## config.mk

```make
export PLATFORM = sky130hd
export DESIGN_NAME = stack_machine_data_stack
export DESIGN_NICKNAME = d
export VERILOG_FILES = /design/src/rtl/smds_pkg.sv /design/src/rtl/smds_ctrl.sv /design/src/rtl/smds_dpath.sv /design/src/rtl/stack_machine_data_stack.sv
export SDC_FILE = /design/constraint.sdc
export NUM_CORES = 2
export LEC_CHECK = 0
export ABC_AREA = 1
export BUFFER_PORTS_ARGS = -buffer_cell sky130_fd_sc_hd__buf_4
export CORE_MARGIN = 5
export CORE_UTILIZATION = 33
export DETAILED_ROUTE_END_ITERATION = 8
export GPL_TIMING_DRIVEN = 0
export HOLD_SLACK_MARGIN = 0.02
export PLACE_DENSITY = 0.57
export SLEW_MARGIN = 15
export SYNTH_ARGS = -nofsm -noshare
export SYNTH_HDL_FRONTEND = slang
export SYNTH_SLANG_ARGS = --single-unit
```

## constraint.sdc

```tcl
create_clock -name clock -period 8.85 [get_ports clock]
set_input_delay 1.77 -clock clock [delete_from_list [all_inputs] [get_ports clock]]
set_output_delay 1.77 -clock clock [all_outputs]
set_load 0.1 [all_outputs]
```

## src/rtl/smds_pkg.sv

```systemverilog
// Shared types, constants and decode functions for the data stack block.
// No dependencies; imported by smds_ctrl, smds_dpath and the top level.

package smds_pkg;

   // Default number of stack entries
   localparam int unsigned DEFAULT_STACK_DEPTH = 64;

   localparam int unsigned WORD_WIDTH  = 32;
   localparam int unsigned CMD_WIDTH   = 4;
   localparam int unsigned DEPTH_WIDTH = 7;
   localparam int unsigned ERR_WIDTH   = 2;

   // Command codes
   typedef enum logic [CMD_WIDTH-1:0] {
      CMD_PUSH   = 4'd0,
      CMD_ADD    = 4'd1,
      CMD_SUB    = 4'd2,
      CMD_MUL    = 4'd3,
      CMD_POPOUT = 4'd4,
      CMD_DROP   = 4'd5,
      CMD_DUP    = 4'd6,
      CMD_SWAP   = 4'd7,
      CMD_NIP    = 4'd8,
      CMD_OVER   = 4'd9,
      CMD_TUCK   = 4'd10,
      CMD_LT     = 4'd11,
      CMD_GT     = 4'd12,
      CMD_EQ     = 4'd13
   } cmd_type;

   // Error codes
   typedef enum logic [ERR_WIDTH-1:0] {
      ERR_NONE  = 2'd0,
      ERR_UNDER = 2'd1,
      ERR_OVER  = 2'd2
   } err_type;

   // Step strobes from controller to datapath
   typedef struct packed {
      logic load;    // latch the incoming word
      logic fetch;   // read third entry from memory
      logic exec;    // apply the command
   } dp_cmd_type;

   localparam logic [WORD_WIDTH-1:0] TRUE_FLAG = '1;

   // Entries a command needs on the stack
   function automatic logic [1:0] need_count(input logic [CMD_WIDTH-1:0] cmd);
      logic [1:0] n;
      case (cmd) inside
         CMD_PUSH:                     n = 2'd0;
         CMD_POPOUT, CMD_DROP, CMD_DUP: n = 2'd1;
         [CMD_ADD:CMD_MUL], [CMD_SWAP:CMD_EQ]: n = 2'd2;
         default:                      n = 2'd0;
      endcase
      return n;
   endfunction

   // Commands that add one entry net
   function automatic logic grows(input logic [CMD_WIDTH-1:0] cmd);
      logic g;
      case (cmd) inside
         CMD_PUSH, CMD_DUP, CMD_OVER, CMD_TUCK: g = 1'b1;
         default:                               g = 1'b0;
      endcase
      return g;
   endfunction

endpackage

```

## src/rtl/smds_ctrl.sv

```systemverilog
// Sequencer for the data stack: accept, fetch, execute, reply.
// Depends on smds_pkg for the step strobe struct.

module smds_ctrl (
   input  logic                  clock,
   input  logic                  reset,
   input  logic                  start,
   output logic                  busy,
   output logic                  rsp_valid,
   output smds_pkg::dp_cmd_type  dp_cmd
);
   import smds_pkg::*;

   typedef enum logic [3:0] {
      ST_IDLE  = 4'b0001,
      ST_FETCH = 4'b0010,
      ST_EXEC  = 4'b0100,
      ST_REPLY = 4'b1000
   } state_type;

   state_type state_ff, state_in;
   logic      accept;

   // A word may be taken while idle or while the previous reply is out
   assign busy   = (state_ff == ST_FETCH) || (state_ff == ST_EXEC);
   assign accept = start && !busy;

   always_comb begin
      state_in = state_ff;
      case (state_ff)
         ST_IDLE:  if (accept) state_in = ST_FETCH;
         ST_FETCH: state_in = ST_EXEC;
         ST_EXEC:  state_in = ST_REPLY;
         ST_REPLY: state_in = accept ? ST_FETCH : ST_IDLE;
         default:  state_in = ST_IDLE;
      endcase
   end

   always_ff @(posedge clock) begin
      if (reset) begin
         state_ff <= ST_IDLE;
      end else begin
         state_ff <= state_in;
      end
   end

   // Strobes to the datapath
   assign dp_cmd.load  = accept;
   assign dp_cmd.fetch = (state_ff == ST_FETCH);
   assign dp_cmd.exec  = (state_ff == ST_EXEC);
   assign rsp_valid    = (state_ff == ST_REPLY);

endmodule

```

## src/rtl/smds_dpath.sv

```systemverilog
// Datapath: top two entries in registers, the rest in a memory, plus the ALU.
// Depends on smds_pkg for command codes, error codes and decode functions.

module smds_dpath #(
   parameter int unsigned STACK_DEPTH = smds_pkg::DEFAULT_STACK_DEPTH
) (
   input  logic                                  clock,
   input  logic                                  reset,
   input  smds_pkg::dp_cmd_type                  dp_cmd,
   input  logic [smds_pkg::CMD_WIDTH-1:0]        req_command,
   input  logic signed [smds_pkg::WORD_WIDTH-1:0] req_literal,
   output logic signed [smds_pkg::WORD_WIDTH-1:0] rsp_top_value,
   output logic [smds_pkg::DEPTH_WIDTH-1:0]      rsp_stack_depth,
   output logic signed [smds_pkg::WORD_WIDTH-1:0] rsp_popped_value,
   output logic                                  rsp_popped_valid,
   output logic [smds_pkg::ERR_WIDTH-1:0]        rsp_error_code
);
   import smds_pkg::*;

   localparam int unsigned AW = $clog2(STACK_DEPTH);
   localparam int unsigned CW = $clog2(STACK_DEPTH + 1);

   // Entries below the top two; index equals stack position
   logic [WORD_WIDTH-1:0] mem [STACK_DEPTH];

   logic [CMD_WIDTH-1:0]  cmd_ff;
   logic [WORD_WIDTH-1:0] lit_ff;
   logic [WORD_WIDTH-1:0] rd_ff;
   logic [WORD_WIDTH-1:0] tos_ff, tos_in;
   logic [WORD_WIDTH-1:0] nos_ff, nos_in;
   logic [CW-1:0]         count_ff, count_in;
   logic [WORD_WIDTH-1:0] popped_ff, popped_in;
   logic                  pvalid_ff, pvalid_in;
   err_type               err_ff, err_in;

   logic                  wr_en;
   logic [WORD_WIDTH-1:0] wr_data;
   logic [AW-1:0]         wr_addr, rd_addr;
   logic                  underflow, overflow, two_held;

   assign wr_addr  = AW'(count_ff - CW'(2));
   assign rd_addr  = AW'(count_ff - CW'(3));
   assign two_held = (count_ff >= CW'(2));

   // Error checks, underflow first
   assign underflow = (count_ff < CW'(need_count(cmd_ff)));
   assign overflow  = grows(cmd_ff) && (count_ff >= CW'(STACK_DEPTH));

   // Latch the incoming word
   always_ff @(posedge clock) begin
      if (dp_cmd.load) begin
         cmd_ff <= req_command;
         lit_ff <= req_literal;
      end
   end

   // Memory: registered read of the third entry, write on execute
   always_ff @(posedge clock) begin
      if (dp_cmd.fetch) begin
         rd_ff <= mem[rd_addr];
      end
      if (dp_cmd.exec && wr_en) begin
         mem[wr_addr] <= wr_data;
      end
   end

   // Command execution; b is tos, a is nos, rd_ff refills nos on a pop
   always_comb begin
      tos_in    = tos_ff;
      nos_in    = nos_ff;
      count_in  = count_ff;
      popped_in = '0;
      pvalid_in = 1'b0;
      err_in    = ERR_NONE;
      wr_en     = 1'b0;
      wr_data   = nos_ff;
      if (underflow) begin
         err_in = ERR_UNDER;
      end else if (overflow) begin
         err_in = ERR_OVER;
      end else begin
         case (cmd_ff)
            CMD_PUSH: begin
               wr_en    = two_held;
               nos_in   = tos_ff;
               tos_in   = lit_ff;
               count_in = count_ff + CW'(1);
            end
            CMD_ADD, CMD_SUB, CMD_MUL, CMD_NIP, CMD_LT, CMD_GT, CMD_EQ: begin
               nos_in   = rd_ff;
               count_in = count_ff - CW'(1);
               case (cmd_ff)
                  CMD_ADD: tos_in = nos_ff + tos_ff;
                  CMD_SUB: tos_in = nos_ff - tos_ff;
                  CMD_MUL: tos_in = nos_ff * tos_ff;
                  CMD_LT:  tos_in = ($signed(nos_ff) < $signed(tos_ff)) ? TRUE_FLAG : '0;
                  CMD_GT:  tos_in = ($signed(nos_ff) > $signed(tos_ff)) ? TRUE_FLAG : '0;
                  CMD_EQ:  tos_in = (nos_ff == tos_ff) ? TRUE_FLAG : '0;
                  default: tos_in = tos_ff;   // nip keeps the top
               endcase
            end
            CMD_POPOUT, CMD_DROP: begin
               popped_in = (cmd_ff == CMD_POPOUT) ? tos_ff : '0;
               pvalid_in = (cmd_ff == CMD_POPOUT);
               tos_in    = nos_ff;
               nos_in    = rd_ff;
               count_in  = count_ff - CW'(1);
            end
            CMD_DUP: begin
               wr_en    = two_held;
               nos_in   = tos_ff;
               count_in = count_ff + CW'(1);
            end
            CMD_SWAP: begin
               tos_in = nos_ff;
               nos_in = tos_ff;
            end
            CMD_OVER: begin
               wr_en    = 1'b1;
               nos_in   = tos_ff;
               tos_in   = nos_ff;
               count_in = count_ff + CW'(1);
            end
            CMD_TUCK: begin
               // a b -> b a b: old top goes to memory, registers keep a b
               wr_en    = 1'b1;
               wr_data  = tos_ff;
               count_in = count_ff + CW'(1);
            end
            default: begin
            end
         endcase
      end
   end

   // Stack pointer is control state; the rest is payload
   always_ff @(posedge clock) begin
      if (reset) begin
         count_ff <= '0;
      end else if (dp_cmd.exec) begin
         count_ff <= count_in;
      end
   end

   always_ff @(posedge clock) begin
      if (dp_cmd.exec) begin
         tos_ff    <= tos_in;
         nos_ff    <= nos_in;
         popped_ff <= popped_in;
         pvalid_ff <= pvalid_in;
         err_ff    <= err_in;
      end
   end

   // Result word
   assign rsp_top_value    = (count_ff == '0) ? '0 : tos_ff;
   assign rsp_stack_depth  = DEPTH_WIDTH'(count_ff);
   assign rsp_popped_value = popped_ff;
   assign rsp_popped_valid = pvalid_ff;
   assign rsp_error_code   = err_ff;

endmodule

```

## src/rtl/stack_machine_data_stack.sv

```systemverilog
// Stack machine data stack with ALU: top level joining controller and datapath.
// Depends on smds_pkg, smds_ctrl and smds_dpath.

// One command word is taken at a clock edge where start is high and busy is
// low. After the fetch and execute states, its result word is driven on the
// rsp_ ports in the reply state, marked by rsp_valid for exactly that cycle,
// and must be taken at the edge that ends it: there is no backpressure. A new
// word can be issued in the cycle the previous result is shown, but not while
// busy in fetch or execute. The three steps are latch, registered read of the
// third stack entry from the entry memory, and execute; the top two entries
// live in registers. Underflow and overflow report an error code and leave the
// stack as it was. No clearing pass is needed after reset.

module stack_machine_data_stack #(
   parameter int unsigned STACK_DEPTH = smds_pkg::DEFAULT_STACK_DEPTH
) (
   input  logic                                   clock,
   input  logic                                   reset,
   input  logic                                   start,
   output logic                                   busy,
   input  logic [smds_pkg::CMD_WIDTH-1:0]         req_command,
   input  logic signed [smds_pkg::WORD_WIDTH-1:0] req_literal,
   output logic                                   rsp_valid,
   output logic signed [smds_pkg::WORD_WIDTH-1:0] rsp_top_value,
   output logic [smds_pkg::DEPTH_WIDTH-1:0]       rsp_stack_depth,
   output logic signed [smds_pkg::WORD_WIDTH-1:0] rsp_popped_value,
   output logic                                   rsp_popped_valid,
   output logic [smds_pkg::ERR_WIDTH-1:0]         rsp_error_code
);
   import smds_pkg::*;

   dp_cmd_type dp_cmd;

   smds_ctrl u_ctrl (
      .clock     (clock),
      .reset     (reset),
      .start     (start),
      .busy      (busy),
      .rsp_valid (rsp_valid),
      .dp_cmd    (dp_cmd)
   );

   smds_dpath #(
      .STACK_DEPTH (STACK_DEPTH)
   ) u_dpath (
      .clock            (clock),
      .reset            (reset),
      .dp_cmd           (dp_cmd),
      .req_command      (req_command),
      .req_literal      (req_literal),
      .rsp_top_value    (rsp_top_value),
      .rsp_stack_depth  (rsp_stack_depth),
      .rsp_popped_value (rsp_popped_value),
      .rsp_popped_valid (rsp_popped_valid),
      .rsp_error_code   (rsp_error_code)
   );

endmodule
```

# == Yosys cells after proc, flatten, opt, wreduce, memory -nomap -nowiden ==
# Memories as Yosys holds them, arrays and structs flattened. A register that Yosys moved wholly into a read port is not among the register bits.
# Index checks and enable logic that the tools add are counted.
# totals
reg_bits,146
ram_bits,2048
in_bits,39
output_inout_bits,76
word_cells,101
mem_count,1
# mem_list
memory,depth,word_bits,read_ports,rd_ports_with_merged_regs,wr,line,rtl
u_dpath.mem,64,32,1,1,1,smds_dpath.sv:24,logic [WORD_WIDTH-1:0] mem [STACK_DEPTH];
# op_classes
n_addsub,6
n_mul,1
n_lt_le_gt_ge,9
eq_ne,20
muxes,24
n_bitwise,4
reduce_logical,27
# op_table
operator,n
$mux W32,7
$pmux W32 S6,1
$pmux W32 S3,1
$pmux W32 S2,1
$add A32 B32 Y32,1
$eq A32 B32 Y1,1
$gt A32 B32 Y1,1
$lt A32 B32 Y1,1
$mul A32 B32 Y32,1
$sub A32 B32 Y32,1
$eq A4 B4 Y1 const B,7
$eq A4 B3 Y1 const B,5
$pmux W4 S4,1
$reduce_or A4 Y1,4
$pmux W7 S2,1
$eq A4 B2 Y1 const B,3
$sub A6 B2 Y6 const B,2
$mux W2,5
$reduce_or A9 Y1,1
$eq A4 B1 Y1 const B,2
$reduce_and A4 Y1,2
$reduce_or A2 Y1,4
$add A7 B1 Y7 const B,1
$ge A7 B2 Y1 const B,1
23 further kinds,36

# == Depth between registers and ports, before layout ==
# logic_depth
word_depth,11
ltp_mapped,41
mapped_depth_nobuf,39

# == By module ==
# From an unflattened synthesis, not the netlist that was laid out.
# unflattened
cells_unflattened,9791
hier_area_um2,108733.0
# by_module_without_submodules
mod,n_inst,cells_each,area_each_um2,seq_area_each_um2
smds_dpath,1,9760,108524.1,66653.9
smds_ctrl,1,31,209.0,80.1

# == Worst setup path after synthesis ==
# Ideal clock, no wire load.
# synth_path
path_kind,reg-to-reg
start,register u_dpath.tos_ff[2]
end,"register u_dpath.tos_ff[31], data pin"
setup_ns,0.252
t_arrival_ns,6.505
required_ns,8.598
setup_slack_ns,2.093
path_stages_with_launch,30
path_buffers,2
period_less_slack_ns,6.757
cell_sequence,edfxtp_1 > clkbuf_1 > buf_1 > nand2_1 > inv_1 > fa_1 > inv_1 > fa_1 > fa_1 > fa_1 > inv_1 > fa_1 > inv_1 > fa_1 > inv_1 > fa_1 > fa_1 > ha_1 > a21oi_1 > o21ai_0 > a21oi_1 > nand3_1 > nand2_1 > o211ai_1 > a21oi_1 > nand3_1 > nand3_1 > nand2_1 > nand2_1 > nand2_1
# synth_between
elab_chain_cells,4
word_cells_on_any_way,11
cone_classes,add/sub (2); mul (1); order compare (2); eq/ne (1); mux (5)
# synth_rtl
element,line,rtl
start: declaration,smds_dpath.sv:29,"logic [WORD_WIDTH-1:0] tos_ff, tos_in;"
start signal: assignment,smds_dpath.sv:147,tos_ff <= tos_in;
branches (longest 2 deep; another with $mul A32 B32 Y32),--,
$pmux W32 S6 *,smds_dpath.sv:92,case (cmd_ff)
$pmux W32 S3 *,smds_dpath.sv:82,case (cmd_ff)
# Mark *: on every way between the ends.
# A chain may end at the register's enable or synchronous reset.

# == Final worst setup path ==
# layout_path
start,register u_dpath.tos_ff[1]
end,"register u_dpath.tos_ff[26], data pin"
# The elaborated chain is that of the path after synthesis.

==> metrics.cfg <==
[clock_tree]
cts_sinks = 2226
clk_path_buf_depth = 4
h-tree-depth = 4
cts_tree = yes
clock_latency_ns = 0.97
cts.clk_slew.worst_paths_ns = 0.07
root_buffer = clkbuf_16
cts_made_buffers = 236

[sta]
rsz0062_at_grt = no
fin_crit_sh = 0.998
fin_ws_ns = 0.0198
setup_violations = 0
layout_min_cycle_time_ns = 8.83
worstMarginPinSlew_ns = 1.38
hold_viol = 0
finalSetupTns_ns = 0
drv_slew = 0
fmax_ghz = 0.113
slew_headroom = 0.0832
clock-skew-final_ns = 0.136

[global_route]
antenna_found_initial = 49
grt_pass1_wl_um = 629000
grt_max_degree = 41
grt-ovfl-total = 0
grt_pass1_vias = 79000
grt_use_total = 0.262

[layout]
nets = 10900
fin_cells = 14800
synthToLayoutAreaGrowth_pct = 17.0
final_area_um2 = 127000
layout_common_cells = edfxtp_1, nor2_1, o21ai_0
layout_commonest_cell = edfxtp_1
layout-drive-gt1-share = 0.0912
fillers = 31400

[route]
wl_per_cell_um = 31.1
firstDrtPassIters = 9
drc = 0
antenna_left = 0
drt_iter0_drc = 13200
num_vias = 83800
routed_wirelength_um = 461000
viasPerCell = 5.66

[power]
power.share.clock = 0.458
ir_worst_vdd_uv = 174
seqPwrFrac = 0.521
power.internal_mw = 17.4
power_switching_mw = 4.70
powerDensity_nw_per_um2 = 174
power_leakage_nw = 47.4
pwr-share-comb = 0.022
switching_share = 0.213

[setup_path]
rr_startpoint = u_dpath.tos_ff[1]
crit_start = u_dpath.tos_ff[1]
crit_type = flip-flop to flip-flop
crit_fanout = 10
r2r_slack_ns = 0.02
crit_path_end_kind = flip-flop
r2r_cells = 21
worstReg2RegEnd = u_dpath.tos_ff[26]
worstPathRequired_ns = 9.46
arrival_ns = 9.44
startpoint_type = flip-flop

[synthesis]
yosys-top-cells-area = edfxtp_1, fa_1, o21ai_0
yosysWarnings = 0
postSynthCellCount = 9737
synthArstFlopShare = 0
syn_nets = 10400
yosysSeqAreaShare = 0.616
synth-edff-count = 2215
synth_top_area_frac = 0.614
ys_types = 55
synth.avg_cell_area_um2 = 11.1
synth_area_um2 = 108000
synth_top_cell_by_area = edfxtp_1
ys_ff_latch = 2226
synthFlopType = edfxtp_1

[die]
fp.coreArea_um2 = 327000
dieHeight_um = 583
die-area_um2 = 340000
fp.dieW_um = 583
rows = 210
pin_count = 115
start_util = 0.331

[status]
status = finished clean

[placed_design]
gp_congestion = 1.03
preCtsSetupSlack_ns = -0.305
place_area_um2 = 119000
post-place-cells = 14400
io_buffers = 114
hpwl_um = 343000

[worst_hold_path]
min_path_type = flip-flop to flip-flop
hold_path_end = u_dpath.nos_ff[1]
worstHoldStart = u_dpath.rd_ff[1]
hold_path_depth = 2

[flow_run]
cap_violations = 0

## cell type report
cell class	instances	area, um^2	area share
tap	4346	5440	0.0429
timing repair buffer	272	4280	0.0337
clock inverter	166	1740	0.0137
multi-input combinational	5943	36400	0.287
clock buffer	274	6050	0.0477
sequential	2226	66700	0.526
buffer	616	2630	0.0207
inverter	952	3580	0.0282
antenna	20	50.0	0.000394
## worst max-delay path, stage by stage, from the launching register on
cell	delay, ns
edfxtp_1	0.74
clkbuf_1	0.58
buf_1	0.66
nand2_1	0.17
fa_1	0.60
fa_1	0.53
fa_1	0.57
inv_1	0.05
fa_1	0.48
fa_1	0.47
fa_1	0.65
fa_1	0.46
ha_1	0.37
a21oi_1	0.24
inv_1	0.06
a31oi_1	0.42
a21boi_0	0.24
nand3_1	0.25
o21ai_0	0.52
nand3_1	0.14
nand3_1	0.20
nand2_1	0.07
## worst max path at each step
stage / to / slack, ns / cells past startpoint
CTS: u_dpath.tos_ff[30] / 0.01 / 28
floorplan: u_dpath.tos_ff[31] / 2.09 / 29
global route: u_dpath.tos_ff[31] / 0.001 / 29
global placement: u_dpath.mem[0][17] / -6.06 / 12
detailed placement: u_dpath.tos_ff[30] / -0.31 / 24
finish: u_dpath.tos_ff[26] / 0.02 / 21
## flip-flops by register name, indices dropped and copies added (netlist names), 7 cells and up
name	count
u_dpath.lit_ff	32
u_dpath.nos_ff	32
u_dpath.rsp_popped_value	32
u_dpath.rd_ff	32
u_dpath.rsp_stack_depth	7
u_dpath.mem	2048
u_dpath.tos_ff	32
## power groups by stage
stage / registers [mW] / clock network, mW / logic, mW
floorplan: 11.7 / 0 / 0.224
global placement: 11.7 / 0 / 0.430
detailed placement: 11.7 / 0 / 0.457
CTS: 11.5 / 10.1 / 0.460
global route: 11.5 / 10.6 / 0.498
finish: 11.5 / 10.1 / 0.475
## per-stage QoR
stage | total power, mW | hold WS, ns | util
2_1_floorplan | 11.9 | 0.500 | -
3_3_place_gp | 12.2 | 0.517 | 0.351
3_5_place_dp | 12.2 | 0.522 | 0.363
4_1_cts | 22.1 | 0.537 | 0.387
5_1_grt | 22.6 | 0.577 | 0.388
6_report | 22.1 | 0.534 | 0.388
## Yosys cell counts (2+ instances only)
library cell  number
fa_1             411
ha_1             195
dfxtp_1           11
a211oi_1           4
o21a_1            24
buf_4             15
o21ai_1           81
nor3_2             2
a21boi_0          18
or2_2             12
o21bai_2           2
o21bai_1          17
and3_1             2
o221a_2            2
a21oi_1          153
nor3_1            20
nand4_1           14
inv_2             12
nand3b_1          13
nand3_1          188
o221ai_1           3
nand2_1          980
and2_1             2
a31oi_1           10
nor2_2             3
xor2_1            25
a21o_1            14
nor2_1          1594
o21ai_0         1435
buf_1             28
o22ai_1          665
o211ai_1           7
nand2_2            9
a221oi_1           7
nor4_1            13
xnor2_1            4
clkbuf_1         465
inv_1            938
buf_6              5
edfxtp_1        2215
buf_2            103
a21oi_2            2
clkinv_1           2
## layer usage
layer / part of all wire / vias up / GRT usage
li1: - / 35000 / -
met1: 0.38 / 42000 / 0.350
met2: 0.43 / 5787 / 0.392
met3: 0.13 / 1046 / 0.0727
met4: 0.062 / 20 / 0.131
met5: 0.00046 / - / 0.00184
## kinds of logic after synthesis
| group | Yosys count | share of synthesized area |
|---|---|---|
| XOR/XNOR | 29 | 0.00234 |
| adder cells (fa/ha/maj) | 606 | 0.0984 |
| flip-flops | 2226 | 0.616 |
| buffers and inverters | 1568 | 0.0563 |
| AND/OR/NAND/NOR | 2859 | 0.104 |
| AO/OA/AOI/OAI | 2449 | 0.124 |
## timing repair
action | CTS | global route
resized for setup | 15 | 80
hold buffers | 0 | 0
buffers inserted | 0 | 5
endpoints found under the setup margin | 9 | 10
(Power assumes the default switching activity.)
